===== src/hw/rtl/i2cebm_pkg.sv =====
// i2cebm_pkg: shared types and constants for the I2C EEPROM byte master.
// Word structs, sequencer phase codes and configuration register indexes.
// No dependencies.
`timescale 1ns / 1ps

package i2cebm_pkg;

  localparam int WordAddrBitsDef = 11;

  localparam logic [1:0] MODE_TICK  = 2'd0;
  localparam logic [1:0] MODE_WRITE = 2'd1;
  localparam logic [1:0] MODE_READ  = 2'd2;

  localparam logic [1:0] CFG_PHASE_TICKS = 2'd0;
  localparam logic [1:0] CFG_ACK_TIMEOUT = 2'd1;
  localparam logic [1:0] CFG_WRITE_CYCLE = 2'd2;

  localparam logic [9:0]  PHASE_TICKS_RST = 10'd5;
  localparam logic [7:0]  ACK_TIMEOUT_RST = 8'd200;
  localparam logic [23:0] WRITE_CYCLE_RST = 24'd3000;

  localparam logic [3:0] BITS_PER_BYTE = 4'd8;
  localparam logic [7:0] CTRL_READ_BIT = 8'h01;
  localparam logic [7:0] CTRL_BASE_MSK = 8'hFE;

  // byte on the bus
  localparam logic [1:0] STG_CTRL  = 2'd0;
  localparam logic [1:0] STG_ADDR  = 2'd1;
  localparam logic [1:0] STG_DATA  = 2'd2;
  localparam logic [1:0] STG_RCTRL = 2'd3;

  typedef enum logic [16:0] {
    PH_IDLE      = 17'h00001,
    PH_START_A   = 17'h00002,
    PH_START_B   = 17'h00004,
    PH_BIT_LOW   = 17'h00008,
    PH_BIT_HIGH  = 17'h00010,
    PH_ACK_LOW   = 17'h00020,
    PH_ACK_WAIT  = 17'h00040,
    PH_ACK_END   = 17'h00080,
    PH_READ_LOW  = 17'h00100,
    PH_READ_HIGH = 17'h00200,
    PH_NACK_LOW  = 17'h00400,
    PH_NACK_HIGH = 17'h00800,
    PH_STOP_A    = 17'h01000,
    PH_STOP_B    = 17'h02000,
    PH_STOP_C    = 17'h04000,
    PH_STOP_D    = 17'h08000,
    PH_WAIT      = 17'h10000
  } phase_t;

  typedef struct packed {
    logic [1:0]  mode;
    logic [7:0]  device_address;
    logic [10:0] word_address;
    logic [7:0]  write_data;
    logic        sda_level;
  } in_word_t;

  typedef struct packed {
    logic       scl_level;
    logic       sda_pull_low;
    logic       busy_res;
    logic       done_res;
    logic [7:0] read_data;
    logic       ack_error;
  } out_word_t;

endpackage


===== src/hw/rtl/i2cebm_core.sv =====
// i2cebm_core: bus sequencer state, configuration registers and the
// single-pass next-state logic applied to each accepted word.
// Depends on i2cebm_pkg.
`timescale 1ns / 1ps

module i2cebm_core import i2cebm_pkg::*; #(
  parameter int WORD_ADDR_BITS = WordAddrBitsDef
) (
  input  logic        clk,
  input  logic        rst_n,
  input  logic        cfg_we,
  input  logic [1:0]  cfg_index,
  input  logic [23:0] cfg_data,
  input  logic        acc,
  input  in_word_t    in_word,
  output out_word_t   res_word
);

  localparam logic [2:0] BLK_MASK = 3'((1 << (WORD_ADDR_BITS - 8)) - 1);

  logic [9:0]  phase_ticks_r;
  logic [7:0]  ack_timeout_r;
  logic [23:0] write_cycle_r;

  phase_t      phase_r, phase_nxt;
  logic [1:0]  stage_r, stage_nxt;
  logic [3:0]  bit_cnt_r, bit_cnt_nxt;
  logic [7:0]  shift_r, shift_nxt;
  logic [9:0]  div_r, div_nxt;
  logic [7:0]  ack_cnt_r, ack_cnt_nxt;
  logic [23:0] wait_cnt_r, wait_cnt_nxt;
  logic [7:0]  ctrl_r, ctrl_nxt;
  logic [7:0]  addr_r, addr_nxt;
  logic [7:0]  data_r, data_nxt;
  logic        is_read_r, is_read_nxt;
  logic [7:0]  rx_r, rx_nxt;
  logic        err_r, err_nxt;
  logic        scl_r, scl_nxt;
  logic        sda_low_r, sda_low_nxt;
  logic        done;

  logic        do_load;
  logic [7:0]  load_val;
  logic        interval_hit;
  logic [2:0]  blk;

  always_ff @(posedge clk) begin
    if (!rst_n) begin
      phase_ticks_r <= PHASE_TICKS_RST;
      ack_timeout_r <= ACK_TIMEOUT_RST;
      write_cycle_r <= WRITE_CYCLE_RST;
    end else if (cfg_we) begin
      unique case (cfg_index)
        CFG_PHASE_TICKS: phase_ticks_r <= cfg_data[9:0];
        CFG_ACK_TIMEOUT: ack_timeout_r <= cfg_data[7:0];
        CFG_WRITE_CYCLE: write_cycle_r <= cfg_data;
        default: ;
      endcase
    end
  end

  assign interval_hit = ({1'b0, div_r} + 11'd1) >= {1'b0, phase_ticks_r};
  assign blk          = in_word.word_address[10:8] & BLK_MASK;

  always_comb begin
    phase_nxt    = phase_r;
    stage_nxt    = stage_r;
    bit_cnt_nxt  = bit_cnt_r;
    shift_nxt    = shift_r;
    div_nxt      = div_r;
    ack_cnt_nxt  = ack_cnt_r;
    wait_cnt_nxt = wait_cnt_r;
    ctrl_nxt     = ctrl_r;
    addr_nxt     = addr_r;
    data_nxt     = data_r;
    is_read_nxt  = is_read_r;
    rx_nxt       = rx_r;
    err_nxt      = err_r;
    scl_nxt      = scl_r;
    sda_low_nxt  = sda_low_r;
    done         = 1'b0;
    do_load      = 1'b0;
    load_val     = 8'h00;

    if (acc) begin
      case (in_word.mode) inside
        MODE_TICK: begin
          unique case (phase_r)
            PH_IDLE: ;
            PH_WAIT: begin
              if (wait_cnt_r <= 24'd1) begin
                wait_cnt_nxt = 24'd0;
                phase_nxt    = PH_IDLE;
              end else begin
                wait_cnt_nxt = wait_cnt_r - 24'd1;
              end
            end
            PH_ACK_WAIT: begin
              if (!in_word.sda_level) begin
                scl_nxt   = 1'b0;
                div_nxt   = 10'd0;
                phase_nxt = PH_ACK_END;
              end else if (ack_cnt_r >= ack_timeout_r) begin
                err_nxt   = 1'b1;
                div_nxt   = 10'd0;
                scl_nxt   = 1'b0;
                phase_nxt = PH_STOP_A;
              end else begin
                ack_cnt_nxt = ack_cnt_r + 8'd1;
              end
            end
            PH_READ_HIGH: begin
              if (interval_hit) begin
                div_nxt     = 10'd0;
                shift_nxt   = {shift_r[6:0], in_word.sda_level};
                scl_nxt     = 1'b0;
                bit_cnt_nxt = bit_cnt_r + 4'd1;
                phase_nxt   = (bit_cnt_nxt >= BITS_PER_BYTE) ? PH_NACK_LOW : PH_READ_LOW;
              end else begin
                div_nxt = div_r + 10'd1;
              end
            end
            default: begin
              if (!interval_hit) begin
                div_nxt = div_r + 10'd1;
              end else begin
                div_nxt = 10'd0;
                unique case (phase_r)
                  PH_START_A: begin
                    sda_low_nxt = 1'b1;
                    phase_nxt   = PH_START_B;
                  end
                  PH_START_B: begin
                    do_load  = 1'b1;
                    load_val = (stage_r == STG_RCTRL) ? (ctrl_r | CTRL_READ_BIT) : ctrl_r;
                  end
                  PH_BIT_LOW: begin
                    scl_nxt   = 1'b1;
                    phase_nxt = PH_BIT_HIGH;
                  end
                  PH_BIT_HIGH: begin
                    scl_nxt     = 1'b0;
                    shift_nxt   = {shift_r[6:0], 1'b0};
                    bit_cnt_nxt = bit_cnt_r + 4'd1;
                    if (bit_cnt_nxt >= BITS_PER_BYTE) begin
                      sda_low_nxt = 1'b0;
                      phase_nxt   = PH_ACK_LOW;
                    end else begin
                      sda_low_nxt = ~shift_nxt[7];
                      phase_nxt   = PH_BIT_LOW;
                    end
                  end
                  PH_ACK_LOW: begin
                    scl_nxt     = 1'b1;
                    ack_cnt_nxt = 8'd0;
                    phase_nxt   = PH_ACK_WAIT;
                  end
                  PH_ACK_END: begin
                    unique case (stage_r)
                      STG_CTRL: begin
                        stage_nxt = STG_ADDR;
                        do_load   = 1'b1;
                        load_val  = addr_r;
                      end
                      STG_ADDR: begin
                        if (is_read_r) begin
                          stage_nxt   = STG_RCTRL;
                          scl_nxt     = 1'b1;
                          sda_low_nxt = 1'b0;
                          phase_nxt   = PH_START_A;
                        end else begin
                          stage_nxt = STG_DATA;
                          do_load   = 1'b1;
                          load_val  = data_r;
                        end
                      end
                      STG_DATA: begin
                        scl_nxt   = 1'b0;
                        phase_nxt = PH_STOP_A;
                      end
                      default: begin
                        scl_nxt     = 1'b1;
                        bit_cnt_nxt = 4'd0;
                        shift_nxt   = 8'h00;
                        phase_nxt   = PH_READ_HIGH;
                      end
                    endcase
                  end
                  PH_READ_LOW: begin
                    scl_nxt   = 1'b1;
                    phase_nxt = PH_READ_HIGH;
                  end
                  PH_NACK_LOW: begin
                    scl_nxt   = 1'b1;
                    phase_nxt = PH_NACK_HIGH;
                  end
                  PH_NACK_HIGH: begin
                    rx_nxt    = shift_r;
                    scl_nxt   = 1'b0;
                    phase_nxt = PH_STOP_A;
                  end
                  PH_STOP_A: begin
                    sda_low_nxt = 1'b1;
                    phase_nxt   = PH_STOP_B;
                  end
                  PH_STOP_B: begin
                    scl_nxt   = 1'b1;
                    phase_nxt = PH_STOP_C;
                  end
                  PH_STOP_C: begin
                    sda_low_nxt = 1'b0;
                    phase_nxt   = PH_STOP_D;
                  end
                  PH_STOP_D: begin
                    done = 1'b1;
                    if (!is_read_r && !err_r && (write_cycle_r != 24'd0)) begin
                      wait_cnt_nxt = write_cycle_r;
                      phase_nxt    = PH_WAIT;
                    end else begin
                      phase_nxt = PH_IDLE;
                    end
                  end
                  default: phase_nxt = PH_IDLE;
                endcase
              end
            end
          endcase
        end
        MODE_WRITE, MODE_READ: begin
          if (phase_r == PH_IDLE) begin
            ctrl_nxt    = (in_word.device_address & CTRL_BASE_MSK) | {4'd0, blk, 1'b0};
            addr_nxt    = in_word.word_address[7:0];
            data_nxt    = in_word.write_data;
            is_read_nxt = (in_word.mode == MODE_READ);
            err_nxt     = 1'b0;
            stage_nxt   = STG_CTRL;
            bit_cnt_nxt = 4'd0;
            ack_cnt_nxt = 8'd0;
            div_nxt     = 10'd0;
            scl_nxt     = 1'b1;
            sda_low_nxt = 1'b0;
            phase_nxt   = PH_START_A;
          end
        end
        default: ;
      endcase

      if (do_load) begin
        shift_nxt   = load_val;
        bit_cnt_nxt = 4'd0;
        scl_nxt     = 1'b0;
        sda_low_nxt = ~load_val[7];
        phase_nxt   = PH_BIT_LOW;
      end
    end
  end

  always_ff @(posedge clk) begin
    if (!rst_n) begin
      phase_r    <= PH_IDLE;
      stage_r    <= STG_CTRL;
      bit_cnt_r  <= 4'd0;
      shift_r    <= 8'h00;
      div_r      <= 10'd0;
      ack_cnt_r  <= 8'd0;
      wait_cnt_r <= 24'd0;
      ctrl_r     <= 8'h00;
      addr_r     <= 8'h00;
      data_r     <= 8'h00;
      is_read_r  <= 1'b0;
      rx_r       <= 8'h00;
      err_r      <= 1'b0;
      scl_r      <= 1'b1;
      sda_low_r  <= 1'b0;
    end else begin
      phase_r    <= phase_nxt;
      stage_r    <= stage_nxt;
      bit_cnt_r  <= bit_cnt_nxt;
      shift_r    <= shift_nxt;
      div_r      <= div_nxt;
      ack_cnt_r  <= ack_cnt_nxt;
      wait_cnt_r <= wait_cnt_nxt;
      ctrl_r     <= ctrl_nxt;
      addr_r     <= addr_nxt;
      data_r     <= data_nxt;
      is_read_r  <= is_read_nxt;
      rx_r       <= rx_nxt;
      err_r      <= err_nxt;
      scl_r      <= scl_nxt;
      sda_low_r  <= sda_low_nxt;
    end
  end

  assign res_word.scl_level    = scl_nxt;
  assign res_word.sda_pull_low = sda_low_nxt;
  assign res_word.busy_res     = (phase_nxt != PH_IDLE);
  assign res_word.done_res     = done;
  assign res_word.read_data    = rx_nxt;
  assign res_word.ack_error    = err_nxt;

endmodule


===== src/hw/rtl/i2cebm_out_buf.sv =====
// i2cebm_out_buf: two-entry result buffer (output register plus skid)
// between the sequencer and the result channel.
// Depends on i2cebm_pkg.
`timescale 1ns / 1ps

module i2cebm_out_buf import i2cebm_pkg::*; (
  input  logic      clk,
  input  logic      rst_n,
  input  logic      push,
  input  out_word_t push_word,
  output logic      full,
  output logic      out_valid,
  input  logic      out_stall,
  output out_word_t out_word
);

  logic      main_v_r, main_v_nxt;
  logic      skid_v_r, skid_v_nxt;
  out_word_t main_r, main_nxt;
  out_word_t skid_r, skid_nxt;

  always_comb begin
    main_v_nxt = main_v_r;
    skid_v_nxt = skid_v_r;
    main_nxt   = main_r;
    skid_nxt   = skid_r;
    if (!main_v_r || !out_stall) begin
      if (skid_v_r) begin
        main_nxt   = skid_r;
        main_v_nxt = 1'b1;
        skid_v_nxt = 1'b0;
      end else begin
        main_nxt   = push_word;
        main_v_nxt = push;
      end
    end else if (push) begin
      skid_nxt   = push_word;
      skid_v_nxt = 1'b1;
    end
  end

  always_ff @(posedge clk) begin
    if (!rst_n) begin
      main_v_r <= 1'b0;
      skid_v_r <= 1'b0;
    end else begin
      main_v_r <= main_v_nxt;
      skid_v_r <= skid_v_nxt;
    end
  end

  always_ff @(posedge clk) begin
    main_r <= main_nxt;
    skid_r <= skid_nxt;
  end

  assign full      = skid_v_r;
  assign out_valid = main_v_r;
  assign out_word  = main_r;

endmodule


===== src/hw/rtl/i2c_eeprom_byte_master_unit.sv =====
// i2c_eeprom_byte_master_unit: top level of the I2C EEPROM byte master.
// Instantiates i2cebm_core and i2cebm_out_buf; depends on i2cebm_pkg.
//
// Usage:
//   Input channel (in_valid/in_stall/in_word): one word per step. Mode tick
//   advances the bus sequencer by one tick and carries the sampled SDA; mode
//   write or read starts a transaction when idle and is ignored when busy.
//   Result channel (out_valid/out_stall/out_word): exactly one word per
//   accepted input word, giving SCL/SDA drive, busy, done, read data, error.
//   Config port (cfg_we/cfg_index/cfg_data): index 0 phase_ticks, 1
//   ack_timeout, 2 write_cycle_ticks; write only while idle.
//   Results are registered: each shows on out_word from the buffer's output
//   register. Throughput: one word per cycle while in_stall is low; the
//   sequencer updates in the accepting cycle with single-pass logic.
//   Stall: a two-entry result buffer keeps taking input while one result
//   waits; in_stall rises only when both entries are full.
//   Reset (rst_n, synchronous): bus released (SCL high, SDA released),
//   sequencer idle, buffer empty, config registers to their defaults.
`timescale 1ns / 1ps

module i2c_eeprom_byte_master_unit import i2cebm_pkg::*; #(
  parameter int WORD_ADDR_BITS = WordAddrBitsDef
) (
  input  logic        clk,
  input  logic        rst_n,
  input  logic        in_valid,
  output logic        in_stall,
  input  in_word_t    in_word,
  output logic        out_valid,
  input  logic        out_stall,
  output out_word_t   out_word,
  input  logic        cfg_we,
  input  logic [1:0]  cfg_index,
  input  logic [23:0] cfg_data
);

  logic      acc;
  out_word_t res_word;

  assign acc = in_valid && !in_stall;

  i2cebm_core #(
    .WORD_ADDR_BITS(WORD_ADDR_BITS)
  ) u_core (
    .clk      (clk),
    .rst_n    (rst_n),
    .cfg_we   (cfg_we),
    .cfg_index(cfg_index),
    .cfg_data (cfg_data),
    .acc      (acc),
    .in_word  (in_word),
    .res_word (res_word)
  );

  i2cebm_out_buf u_out_buf (
    .clk      (clk),
    .rst_n    (rst_n),
    .push     (acc),
    .push_word(res_word),
    .full     (in_stall),
    .out_valid(out_valid),
    .out_stall(out_stall),
    .out_word (out_word)
  );

endmodule

===== config.mk =====
export PLATFORM = sky130hd
export DESIGN_NAME = i2c_eeprom_byte_master_unit
export DESIGN_NICKNAME = d
export VERILOG_FILES = /design/src/hw/rtl/i2cebm_pkg.sv /design/src/hw/rtl/i2cebm_core.sv /design/src/hw/rtl/i2cebm_out_buf.sv /design/src/hw/rtl/i2c_eeprom_byte_master_unit.sv
export SDC_FILE = /design/constraint.sdc
export NUM_CORES = 1
export LEC_CHECK = 0
export BUFFER_PORTS_ARGS = -buffer_cell sky130_fd_sc_hd__buf_2
export CORE_AREA = 2 2 158 160
export DETAILED_ROUTE_END_ITERATION = 16
export DIE_AREA = 0 0 160 162
export PLACE_DENSITY = 0.54
export SETUP_SLACK_MARGIN = 0.05
export SLEW_MARGIN = 0
export SYNTH_ARGS = -nofsm -noshare
export SYNTH_HDL_FRONTEND = slang
export SYNTH_SLANG_ARGS = --single-unit

===== constraint.sdc =====
create_clock -name clk -period 3.9 [get_ports clk]
set_input_delay 0.195 -clock clk [delete_from_list [all_inputs] [get_ports clk]]
set_output_delay 0.195 -clock clk [all_outputs]
set_load 0.05 [all_outputs]

After elaboration in Yosys (flattened, before gate mapping)
Index checks and enable logic that the tools add are counted.

word-level totals
  logic and storage cells = 254
  input port bits = 61
  bits in registers = 179

operators by class
  bitwise operators = 7
  equality and inequality tests = 42
  add/sub/neg operators = 5
  reductions and logical operators = 45
  mux-type cells = 119
  $lt $le $gt $ge = 4

operators with widths
  kind                                                                                number
  17-bit case mux with 13 select lines                                                1
  17-bit two-way mux                                                                  12
  8-bit two-way mux                                                                   22
  24-bit two-way mux                                                                  4
  8-bit case mux with 2 select lines                                                  5
  17-bit case mux with 4 select lines                                                 1
  10-bit two-way mux                                                                  6
  17-bit case mux with 3 select lines                                                 1
  24-bit case mux with 2 select lines                                                 1
  1-bit two-way mux                                                                   40
  4-bit two-way mux                                                                   7
  24-bit by 1-bit less-or-equal comparator with 1-bit output (second input constant)  1
  24-bit nonzero test                                                                 1
  24-bit by 1-bit subtractor with 24-bit output (second input constant)               1
  10-bit case mux with 2 select lines                                                 1
  17-bit by 1-bit equality test with 1-bit output (second input constant)             1
  17-bit by 10-bit equality test with 1-bit output (second input constant)            1
  17-bit by 11-bit equality test with 1-bit output (second input constant)            1
  17-bit by 12-bit equality test with 1-bit output (second input constant)            1
  17-bit by 13-bit equality test with 1-bit output (second input constant)            1
  17-bit by 14-bit equality test with 1-bit output (second input constant)            1
  17-bit by 15-bit equality test with 1-bit output (second input constant)            1
  17-bit by 16-bit equality test with 1-bit output (second input constant)            1
  17-bit equality test (second input constant)                                        1
  other kinds (53)                                                                    109

Longest topological paths before layout
Gate-level depths: netlist of run 1.

  depth in word-level cells = 12
  depth in mapped cells = 17
  gate-level depth less buffers = 14

Hierarchy
A second synthesis of run 1 with hierarchy kept.

second synthesis, totals
  cell total of the unflattened synthesis = 1,133
  area total of the unflattened synthesis = 9,339.0 um^2

modules (own cells, without submodules)
  module                       instances  cells each  area an instance (um^2)
  i2cebm_core                  1          1,085       8,310.5
  i2cebm_out_buf               1          47          1,014.7
  i2c_eeprom_byte_master_unit  1          1           13.8

Worst setup path before layout of run 1
OpenSTA, ideal clock, no wires.

  path type = register to register
  from = register u_core.div_r[0]
  to = register u_out_buf.main_r, in the netlist u_out_buf.out_word[10], data pin
  cell stages (with the launch flop) = 17
  path slack = 0.356 ns
  buffers on the path = 2
  clock period less this slack = 3.544 ns
  arrival = 3.257 ns
  data required time = 3.613 ns
  cells stage by stage = dfxtp_1 > ha_1 > and3_1 > clkbuf_1 > and3_1 > xor2_1 > ha_1 > a21oi_1 > nor2b_1 > a311oi_1 > o21a_1 > buf_2 > nor3b_1 > o21ai_0 > nand4_2 > a2111oi_4 > a41oi_1

between the ends
  word-level cells in the longest chain between the ends = 10

RTL lines
  element                                                           line                  source
  from (decl)                                                       i2cebm_core.sv:29     logic [9:0] div_r, div_nxt;
  from (signal assigned)                                            i2cebm_core.sv:280    div_r <= div_nxt;
  10-bit by 1-bit adder with 11-bit output *                        i2cebm_core.sv:62     assign interval_hit = ({1'b0, div_r} + 11'd1) >= {1'b0, phase_ticks_r};
  11-bit by 10-bit greater-or-equal comparator with 1-bit output *  i2cebm_core.sv:62
  1-bit two-way mux                                                 i2cebm_core.sv:124    if (!interval_hit) begin
  1-bit two-way mux                                                 i2cebm_core.sv:88     unique case (phase_r)
  1-bit two-way mux                                                 i2cebm_core.sv:86     case (in_word.mode) inside
  1-bit two-way mux                                                 i2cebm_core.sv:85     if (acc) begin
  17-bit two-way mux *                                              i2cebm_core.sv:248    if (do_load) begin
  17-bit two-way mux *                                              i2cebm_core.sv:85
  17-bit by 1-bit inequality test with 1-bit output *               i2cebm_core.sv:296    assign res_word.busy_res = (phase_nxt != PH_IDLE);
  13-bit two-way mux *                                              i2cebm_out_buf.sv:28  if (skid_v_r) begin
  to (signal assigned)                                              i2cebm_out_buf.sv:53  main_r <= main_nxt;
  to (decl)                                                         i2cebm_out_buf.sv:19  out_word_t main_r, main_nxt;

Mark *: on every way between the ends. The rest lies on a longest branch, timed or not. The select of a mux whose other input is x is not followed.
A chain may end at the register's enable or synchronous reset.

Final worst setup path of run 1
Same ends and word-level chain as after synthesis.

==> results of run 1 <==
worst register-to-register path, delay by kind of cell, from the launching register on:
family,cells,cell delay (ns)
simple gates,6,1.11
compound gates,5,0.88
fa+ha+maj,2,0.48
buf+inv,2,0.29
flops,1,0.36
xor+xnor,1,0.16
where the power goes:
part | total (W) | leakage, nW | switching, W | internal [W]
combinational | 0.000440 | 2.66 | 0.000282 | 0.000158
clock | 0.00173 | 0.286 | 0.000872 | 0.000860
sequential | 0.00193 | 1.48 | 0.0000262 | 0.00191
path summary, 6_finish.rpt:
| path | endpoint | slack, ns | depth (start not counted) |
|---|---|---|---|
| worst min register to register | u_core.data_r[0] | 0.46 | 2 |
| worst max-delay path | u_out_buf.out_word[10] | 0.32 | 16 |
| worst min-delay path | u_core.data_r[0] | 0.008 | 3 |
| worst max register to register | u_out_buf.out_word[10] | 0.32 | 16 |
registers in the layout, indices dropped and copies added, names as in the netlist:
name,flops
u_out_buf.skid_r,13
u_core.ack_timeout_r,8
u_core.wait_cnt_r,24
u_core.write_cycle_r,24
u_core.addr_r,8
u_core.sda_low_r,1
u_core.rx_r,8
u_core.shift_r,8
u_core.is_read_r,1
u_core.div_r,10
u_core.scl_r,1
u_core.stage_r,2
u_core.ctrl_r,7
u_core.data_r,8
u_core.ack_cnt_r,8
u_out_buf.out_valid,1
u_core.phase_ticks_r,10
u_core.bit_cnt_r,4
u_core.err_r,1
u_out_buf.full,1
u_out_buf.out_word,13
u_core.phase_r,17
per-stage QoR:
step                      area, µm²  power [W]  util, %
after floorplan                9540    0.00225        -
after global placement        10400    0.00239     43.2
after detailed placement      10400    0.00239     43.2
after CTS                     11200    0.00413     46.6
after global routing          11300    0.00426     46.8
final                         11300    0.00410     46.8
placed cells by master (no fill, tap or decap), types with 4 or more instances in the layout:
cell | Yosys | final
mux2_2 | 18 | 18
o21ai_1 | 4 | 6
and2_1 | 15 | 15
buf_4 | 0 | 43
nand3b_1 | 16 | 16
a31oi_1 | 5 | 5
inv_1 | 41 | 40
nor2b_1 | 10 | 10
mux2i_1 | 16 | 16
nand2_1 | 189 | 188
a21o_1 | 4 | 4
clkbuf_16 | 0 | 17
ha_1 | 27 | 27
a21oi_1 | 118 | 117
buf_2 | 10 | 74
o211ai_1 | 4 | 4
nor2_1 | 132 | 132
nor4_1 | 25 | 25
nor3_1 | 36 | 35
dfxtp_1 | 152 | 151
o21a_1 | 7 | 5
xor2_1 | 7 | 7
nor4_4 | 4 | 4
o31ai_1 | 4 | 4
nand4_1 | 16 | 16
or3_1 | 6 | 6
dlygate4sd3_1 | 0 | 25
inv_8 | 0 | 5
nor3b_1 | 12 | 10
nand3_1 | 38 | 38
a41oi_1 | 4 | 4
o21ai_0 | 79 | 77
and3_1 | 10 | 10
edfxtp_1 | 26 | 26
a22oi_1 | 18 | 18
or4_1 | 9 | 9
nand2b_1 | 11 | 11
xnor2_1 | 12 | 12
what timing repair did:
action / in CTS / in global routing
setup endpoints to repair: 0 / 24
setup buffers: 0 / 1
gates resized for setup: 0 / 9
hold buffers: 25 / 0
hold endpoints to repair: 25 / 0
area by class of cell:
type	instances	area [µm²]	share of cell area, %
Clock inverter	15	159	1.41
Clock buffer	17	425	3.77
Multi-Input combinational cell	912	5320	47.2
Tap cell	324	405	3.60
Inverter	41	156	1.39
Sequential cell	178	3820	33.9
Timing Repair Buffer	144	983	8.73
kinds of logic after synthesis:
logic type / synth area share [%]
fa+ha+maj: 3.54
simple gates: 28.6
buf+inv: 4.58
mux: 3.80
flops: 40.1
compound gates: 17.6
xor+xnor: 1.74
routing by layer:
metal / routed length [µm] / up-vias / GRT usage [%]
li1: - / 4432 / -
met1: 13200 / 4161 / 29.1
met2: 12500 / 228 / 35.7
met3: 1200 / 35 / 3.35
met4: 440 / 0 / 5.73
met5: 0 / - / 0
==> metrics.txt, run 1 <==
status=finished clean; detailed-route DRC error count=0; die area=0.0259 mm²; antenna cell count=0; clock input transition at the sequential cells of the worst setup and hold paths=0.08 ns; Post-Place Setup Slack=0.107 ns; static power due to leakage=4.42 nW; Antenna Nets Post-Route=0; # clock sinks=178; endpoint required time on the critical path=4.05 ns; maximum number of pins on one net before global-route repair=71; number of global-route vias before repair=8538; Worst Setup Start Kind=flip-flop; number of H-tree levels=4; setup repair after global routing missed its margin=false; number of distinct library cells after synthesis=75; Routed Wire Length=27300 µm; Seq/Total Area, Yosys=40.1%; synthesized area=0.00954 mm²; Mapped Nets=1285; peak supply drop=0.304 mV; Port Buffer Count=74; count leader, synth=nand2_1; cells along the critical path=ha_1, and3_1, buf_4, nand3_1, xnor2_1, ha_1, nand2_1, o21ai_0, a21oi_2, o21a_2, buf_12, or4_1, o2bb2ai_1, nand2_1, nor2_1, a41oi_1; number of detailed-routing iterations run before antenna repair=5; actual slew at the worst max-slew pin=1.18 ns; Post-DP HPWL=19500 µm; buffer type at the clock tree root=clkbuf_16; CTS Buf Count=17; post-route fraction of the period consumed by the critical path=91.9%; IO Pins=76; Worst Skew=0.0138 ns; fraction of synthesized cell area taken by the top area cell type=31.9%; crit-path max FO=16; Cells after DPL=1573; clock tree from TritonCTS=built; Relative slew margins=21.1%; Starting Density=39.6%; weighted congestion at the end of routability-driven global placement=0.916; final routed wire length divided by cell count=16.7 µm; core region area=0.0241 mm²; number of enable flip-flop cells after synthesis=26; dominant cell type by area after synthesis=dfxtp_1; hold path startpoint=in_word[1]; final-layout setup total negative slack=0 ns; final net count=1382; post-synthesis cell count=1197; final number of hold-violating endpoints=0; start point of the critical path=u_core.div_r[0]; # setup viols final=0; cell family with most CP delay=simple AND/OR/NAND/NOR gates; initial antenna violation count=0; filler instances=2471; Synth area leaders=dfxtp_1 32%, edfxtp_1 8.2%, nand2_1 7.4%; GRT Overall Usage=21.4%; share of post-route cells with drive strength above 1=15.5%; average instance area after synthesis=7.97 µm²; wire length of the first global-routing pass=44900 µm; Critical-path top delay cell=or4_1; count of routing violations after the opening detailed-route iteration=685; number of register bits inferred by synthesis=178; Post-Layout Cell Count=1631; signed area change from the synthesized netlist to the final layout=18.1%; Power Density=364 mW/mm²; combined buffer and inverter count along the critical path=2; die span in y=162 µm; DR vias/cell=5.43; kind of critical path=reg -> reg; Die Wd=160 µm; most used flip-flop cell after synthesis=dfxtp_1; vias after detailed routing=8856; total congestion overflow after global routing=0; number of rows in the core area=57; min Tclk post-route=3.58 ns; R2R Path Start=u_core.div_r[0]; worst hold slack=0.00837 ns; least setup slack across all paths after layout=0.318 ns; Tightest Hold Check Type=in -> reg; Longest Clk Path Bufs=2; Async S/R FF share, synth=0%; synth warn=0; achievable frequency=279 MHz; endpoint type of the worst setup path=flip-flop; ranking of synthesized cells by instance count=189 x nand2_1, 152 x dfxtp_1, 132 x nor2_1, 118 x a21oi_1, 79 x o21ai_0; final max-slew violation count=0; clock latency at the later pin of the worst-skew pair=0.44 ns; worst stage delay on the critical path=0.50 ns; max-capacitance violation count=0; Data arrival, critical path=3.73 ns
Note: power is estimated with default switching activity, not from simulation.
==> inputs of run 2 (changes only) <==
CORE_AREA = 4 4 160 162   (was 2 2 158 160)
DIE_AREA = 0 0 164 166   (was 0 0 160 162)
==> run 2 against run 1 <==
  * Combinational power shrank 2%
  * Hold slack improved by 0.020 ns
  * Sequential power hardly changed
  * Non-clock buffer count grew 1
  * Utilization is 0.12 points higher
  * Clock skew up 0.0010 ns
  * Die area up 5.0%
  * Critical endpoint is now u_out_buf.out_word[2]
==> metrics.txt, run 2 (synthesized netlist as in run 1, its figures left out) <==
die span in y=166 µm (was 162 µm); Port Buffer Count=74 (unchanged); buffer type at the clock tree root=clkbuf_16 (unchanged); clock input transition at the sequential cells of the worst setup and hold paths=0.07 ns (was 0.08 ns); wire length of the first global-routing pass=44000 µm (was 44900 µm); combined buffer and inverter count along the critical path=1 (was 2); Data arrival, critical path=3.79 ns (was 3.73 ns); Tightest Hold Check Type=in -> reg (unchanged); clock latency at the later pin of the worst-skew pair=0.44 ns (about the same); endpoint type of the worst setup path=flip-flop (unchanged); worst stage delay on the critical path=0.39 ns (was 0.50 ns); cells along the critical path=nand3_1, nor2_1, and3_1, nand3_1, xnor2_1, ha_1, nor2b_1, a311oi_2, o21a_1, buf_12, nor2_1, nand2_2, mux2_2, mux2_2 (was ha_1, and3_1, buf_4, nand3_1, xnor2_1, ha_1, nand2_1, o21ai_0, a21oi_2, o21a_2, buf_12, or4_1, o2bb2ai_1, nand2_1, nor2_1, a41oi_1); number of H-tree levels=4 (unchanged); Die Wd=164 µm (was 160 µm); Worst Setup Start Kind=flip-flop (unchanged); commonest non-fill, non-tap cell in the layout=nand2_1 (unchanged); antenna cell count=0 (unchanged); initial antenna violation count=1 (was 0); min Tclk post-route=3.60 ns (was 3.58 ns); worst hold slack=0.0285 ns (was 0.00837 ns); Starting Density=39.6% (unchanged); actual slew at the worst max-slew pin=1.12 ns (was 1.18 ns); Routed Wire Length=27100 µm (was 27300 µm); leading cell types in the layout, fill and taps excluded=188 x nand2_1, 152 x dfxtp_1, 132 x nor2_1 (was 188 x nand2_1, 151 x dfxtp_1, 132 x nor2_1); number of detailed-routing iterations run before antenna repair=5 (unchanged); final routed wire length divided by cell count=16.6 µm (was 16.7 µm); core region area=0.0241 mm² (unchanged); cell family with most CP delay=simple AND/OR/NAND/NOR gates (unchanged); vias after detailed routing=8894 (was 8856); DR vias/cell=5.45 (was 5.43); number of global-route vias before repair=8305 (was 8538); status=finished clean (unchanged); detailed-route DRC error count=0 (unchanged); final max-slew violation count=0 (unchanged); number of rows in the core area=57 (unchanged); max-capacitance violation count=0 (unchanged); total congestion overflow after global routing=0 (unchanged); kind of critical path=reg -> reg (unchanged); # setup viols final=0 (unchanged); final number of hold-violating endpoints=0 (unchanged); CTS Buf Count=17 (unchanged); endpoint required time on the critical path=4.09 ns (was 4.05 ns); maximum number of pins on one net before global-route repair=72 (was 71); count of routing violations after the opening detailed-route iteration=786 (was 685); achievable frequency=278 MHz (was 279 MHz); Critical-path top delay cell=dfxtp_1 (was or4_1); GRT Overall Usage=19.8% (was 21.4%); instance area after placement=0.0103 mm² (was 0.0104 mm²); clock tree from TritonCTS=built (unchanged); peak supply drop=0.253 mV (was 0.304 mV); share of post-route cells with drive strength above 1=14.8% (was 15.5%); crit-path max FO=18 (was 16); IO Pins=76 (unchanged); weighted congestion at the end of routability-driven global placement=0.920 (was 0.916); Worst Skew=0.0148 ns (was 0.0138 ns); die area=0.0272 mm² (was 0.0259 mm²); static power due to leakage=4.42 nW (about the same); leading registers by flop count=u_core.wait_cnt_r (24), u_core.write_cycle_r (24), u_core.phase_r (17) (unchanged); Non-Filler Cell Area, Final=0.0113 mm² (about the same); Power Density=361 mW/mm² (was 364 mW/mm²); Longest Clk Path Bufs=2 (unchanged); signed area change from the synthesized netlist to the final layout=18.4% (was 18.1%); # clock sinks=178 (unchanged); post-route fraction of the period consumed by the critical path=92.4% (was 91.9%); Antenna Nets Post-Route=0 (unchanged); Relative slew margins=25.3% (was 21.1%); final net count=1383 (was 1382); Post-DP HPWL=19300 µm (was 19500 µm); setup repair after global routing missed its margin=true (was false)
-- run 2: metal layers --
metal  track usage [%]  vias up  share of wire (%)
li1                  -     4448                  -
met1              27.9     4144                 47
met2              31.0      259                 46
met3              3.65       41                5.3
met4              5.84        2                1.9
met5                 0        -              0.074
-- run 2: worst min-delay path: stages --
cell and delay (ns):
buf_2 0.09, nand2_1 0.06, a21oi_1 0.06
-- run 2: metrics by stage --
step	cells	TNS [ns]	power, W	worst slack [ns]	utilization (%)
after floorplan	1197	0	0.00225	0.356	-
after global placement	1564	0	0.00238	0.180	42.8
after detailed placement	1564	0	0.00238	0.132	42.8
after CTS	1631	0	0.00412	0.117	46.7
final	1632	0	0.00408	0.298	46.9
after global routing	1632	-0.000918	0.00424	-0.000918	46.9
-- run 2: final cells by class --
| cell class | count | area, µm² |
|---|---|---|
| Fill cell | 2452 | 12800 |
| Tap cell | 324 | 405 |
| Multi-Input combinational cell | 912 | 5320 |
| Inverter | 41 | 156 |
| Sequential cell | 178 | 3820 |
| Clock inverter | 15 | 163 |
| Clock buffer | 17 | 425 |
| Timing Repair Buffer | 145 | 1000 |
-- run 2: final timing paths --
kind,slack [ns],end,cells past startpoint,from
min,0.03,u_core.data_r[6],3,in_word[7]
max,0.30,u_out_buf.out_word[2],14,u_core.div_r[2]
max reg2reg,0.30,u_out_buf.out_word[2],14,u_core.div_r[2]
min reg2reg,0.46,u_core.addr_r[0],2,u_core.addr_r[0]
-- run 2: what timing repair did --
item,4_1_cts,5_1_grt
setup endpoints to repair,0,27
endpoints found under the hold margin,34,0
setup buffers,0,1
resized for setup,0,9
hold buffers,35,0
-- run 2: power by group --
group	leakage [nW]	total [W]	switching [W]	internal [W]
clock network	0.287	0.00171	0.000848	0.000862
registers	1.48	0.00194	0.0000318	0.00191
logic	2.65	0.000432	0.000275	0.000156
total	4.42	0.00408	0.00116	0.00293
==> inputs of run 3 (changes only) <==
CAP_MARGIN = 5   (was unset)
CORE_AREA = 4 4 158 160   (was 4 4 160 162)
DIE_AREA = 0 0 162 164   (was 0 0 164 166)
PLACE_DENSITY = 0.55   (was 0.54)
SYNTH_HIERARCHICAL = 1   (was unset)
==> run 3 against run 2 <==
  * The flow now finishes with violations (setup timing)
  * Utilization increased by 1.6 points
  * Sequential share of layout area decreased by 0.090 points
  * Die area decreased by 2.4%
  * Design area increased by 0.37%
  * Sequential power about the same
  * Maximum frequency decreased by 10%
  * Final cell count decreased by 2.5%
  * Largest power group unchanged
==> metrics.txt, run 3 <==
Non-Filler Cell Area, Final=0.0113 mm² (about the same); number of register bits inferred by synthesis=178 (unchanged); endpoint type of the worst setup path=flip-flop (unchanged); final max-slew violation count=0 (unchanged); maximum number of pins on one net before global-route repair=59 (was 72); Synth area leaders=dfxtp_1 33%, edfxtp_1 8.4%, nand2_1 6.4% (was dfxtp_1 32%, edfxtp_1 8.2%, nand2_1 7.4%); Antenna Nets Post-Route=0 (unchanged); die area=0.0266 mm² (was 0.0272 mm²); final number of hold-violating endpoints=0 (unchanged); post-route fraction of the period consumed by the critical path=103% (was 92.4%); Cells after DPL=1535 (was 1564); share of post-route cells with drive strength above 1=20.1% (was 14.8%); average instance area after synthesis=8.24 µm² (was 7.97 µm²); detailed-route DRC error count=0 (unchanged); final-layout setup total negative slack=-0.106 ns (was 0 ns); Post-Layout Cell Count=1591 (was 1632); initial antenna violation count=0 (was 1); buffer type at the clock tree root=clkbuf_16 (unchanged); Mapped Nets=1220 (was 1285); weighted congestion at the end of routability-driven global placement=0.940 (was 0.920); actual slew at the worst max-slew pin=1.10 ns (was 1.12 ns); end of the worst hold path=u_core/write_cycle_r[9] (was u_core.data_r[6]); leading cell types in the layout, fill and taps excluded=160 x nand2_1, 149 x dfxtp_1, 141 x nor2_1 (was 188 x nand2_1, 152 x dfxtp_1, 132 x nor2_1); fraction of synthesized cell area taken by the top area cell type=32.6% (was 31.9%); clock latency at the later pin of the worst-skew pair=0.44 ns (about the same); # clock sinks=178 (unchanged); Worst Setup Start Kind=flip-flop (unchanged); number of H-tree levels=4 (unchanged); achievable frequency=250 MHz (was 278 MHz); synthesized area=0.00934 mm² (was 0.00954 mm²); worst reg2reg path endpoint=u_out_buf/out_word[10] (was u_out_buf.out_word[2]); number of distinct library cells after synthesis=79 (was 75); crit-path max FO=5 (was 18); Data arrival, critical path=4.20 ns (was 3.79 ns); failing checks=setup timing; Seq/Total Area, Yosys=40.9% (was 40.1%); CTS Buf Count=17 (unchanged); count leader, synth=nand2_1 (unchanged); # setup viols final=1 (was 0); Relative slew margins=26.4% (was 25.3%); DR vias/cell=5.42 (was 5.45); Longest Clk Path Bufs=2 (unchanged); final routed wire length divided by cell count=16.9 µm (was 16.6 µm); static power due to leakage=4.48 nW (was 4.42 nW); number of global-route vias before repair=8271 (was 8305); die span in y=164 µm (was 166 µm); Routed Wire Length=26900 µm (was 27100 µm); peak supply drop=0.232 mV (was 0.253 mV); post-synthesis cell count=1133 (was 1197); IO Pins=76 (unchanged); leading registers by flop count=u_core/wait_cnt_r (24), u_core/write_cycle_r (24), u_core/phase_r (17) (was u_core.wait_cnt_r (24), u_core.write_cycle_r (24), u_core.phase_r (17)); worst hold slack=0.0113 ns (was 0.0285 ns); total congestion overflow after global routing=0 (unchanged); kind of critical path=reg -> reg (unchanged); footprint of the multi-input gates=0.00512 mm² (was 0.00532 mm²); status=complete, but fails checks (was finished clean); vias after detailed routing=8627 (was 8894); Starting Density=39.9% (was 39.6%); final net count=1346 (was 1383); clock tree from TritonCTS=built (unchanged); endpoint required time on the critical path=4.09 ns (about the same); count of routing violations after the opening detailed-route iteration=537 (was 786); signed area change from the synthesized netlist to the final layout=21.4% (was 18.4%); filler instances=2339 (was 2452); core region area=0.0234 mm² (was 0.0241 mm²); instance area after placement=0.0104 mm² (was 0.0103 mm²); Async S/R FF share, synth=0% (unchanged); commonest non-fill, non-tap cell in the layout=nand2_1 (unchanged); Post-DP HPWL=19500 µm (was 19300 µm); max-capacitance violation count=0 (unchanged); Power Density=365 mW/mm² (was 361 mW/mm²); GRT Overall Usage=20.3% (was 19.8%); Port Buffer Count=74 (unchanged); number of rows in the core area=56 (was 57); antenna cell count=0 (unchanged); Die Wd=162 µm (was 164 µm); most used flip-flop cell after synthesis=dfxtp_1 (unchanged); setup repair after global routing missed its margin=true (unchanged); dominant cell type by area after synthesis=dfxtp_1 (unchanged); number of detailed-routing iterations run before antenna repair=5 (unchanged); least setup slack across all paths after layout=-0.106 ns (was 0.298 ns); R2R Path Start=u_core/div_r[0] (was u_core.div_r[2]); Worst Reg2Reg Path Length in Cells=16 (was 14); Worst Skew=0.0112 ns (was 0.0148 ns); Tightest Hold Check Type=in -> reg (unchanged); clock input transition at the sequential cells of the worst setup and hold paths=0.08 ns (was 0.07 ns); synth warn=6 (was 0); hold path startpoint=cfg_data[9] (was in_word[7]); sequential standard cell area=0.00383 mm² (was 0.00382 mm²); wire length of the first global-routing pass=43400 µm (was 44000 µm); ranking of synthesized cells by instance count=160 x nand2_1, 152 x dfxtp_1, 143 x nor2_1, 85 x a21oi_1, 62 x o21ai_0 (was 189 x nand2_1, 152 x dfxtp_1, 132 x nor2_1, 118 x a21oi_1, 79 x o21ai_0); min Tclk post-route=4.01 ns (was 3.60 ns); number of enable flip-flop cells after synthesis=26 (unchanged); setup slack, reg-to-reg=-0.11 ns (was 0.30 ns); WHS Path Cells=3 (unchanged)
run 3: changes by cell type in the layout (fill, tap and decap cells not counted), sizes merged, moves of 8 or more:
cell / change
nand2: -30
o21ai: -18
dlygate4sd3: -15
buf: +49
a211oi: +11
or4: -8
nor4: -14
a21oi: -34
a22oi: +11
nor2: +13
run 3: layout make-up:
type	instances	share of cell area, %
well taps	319	3.52
repair buffers	179	10.8
flip-flops and latches	178	33.7
multi-input cells	844	45.2
clock inverters	15	1.73
inverters	39	1.30
clock buffers	17	3.75
run 3: metrics by stage:
step           setup WS, ns  power (W)  utilization [%]
2_1_floorplan        0.0503    0.00221                -
3_3_place_gp         -0.122    0.00236             44.6
3_5_place_dp         -0.167    0.00236             44.6
4_1_cts             -0.0321    0.00418             48.3
5_1_grt              -0.240    0.00431             48.5
6_report             -0.106    0.00414             48.5
run 3: report_power, final:
part / internal, W / switching [W] / total, W
sequential: 0.00191 / 0.0000252 / 0.00193
clock: 0.000889 / 0.000904 / 0.00179
combinational: 0.000157 / 0.000256 / 0.000412
total: 0.00295 / 0.00119 / 0.00414
run 3: metal layers:
layer / global-route usage, % / up-vias / routed length [µm]
met1: 27.1 / 4050 / 12400
met2: 33.6 / 244 / 12700
met5: 0 / - / 0
met3: 3.41 / 50 / 1150
li1: - / 4283 / -
met4: 6.54 / 0 / 668
run 3: cells by family after synthesis:
logic type               synth area share (%)
AO/OA/AOI/OAI                            17.6
XOR/XNOR                                 2.16
adder cells (fa/ha/maj)                  3.48
buffers and inverters                    5.16
flip-flops                               40.9
multiplexers                             3.83
AND/OR/NAND/NOR                          26.8
run 3: how the worst max path moves through the flow:
stage,endpoint,from
global placement,u_out_buf/out_word[10],u_core/div_r[0]
detailed placement,u_out_buf/out_word[10],u_core/div_r[1]
global route,u_out_buf/out_word[10],u_core/div_r[0]
CTS,u_out_buf/out_word[10],u_core/div_r[0]
floorplan,u_out_buf/out_word[10],u_core/div_r[0]
finish,u_out_buf/out_word[10],u_core/div_r[0]
run 3: critical path, cell delays in order, from the launching register on:
cell	delay [ns]
dfxtp_2	0.36
ha_2	0.19
nand3_2	0.13
nor2_2	0.15
nand2_1	0.09
xnor2_1	0.14
ha_1	0.29
nand2_1	0.09
a2111o_1	0.38
and3_4	0.22
buf_4	0.14
or3_4	0.38
a211oi_2	0.18
a311o_1	0.17
nand4_1	0.11
or4_4	0.46
mux2_4	0.28
run 3: what timing repair did:
item	in CTS	in global routing
endpoints found under the hold margin	20	0
endpoints found under the setup margin	1	2
resized for setup	6	5
hold buffers	20	0
pin swaps	2	4
setup buffers	1	3
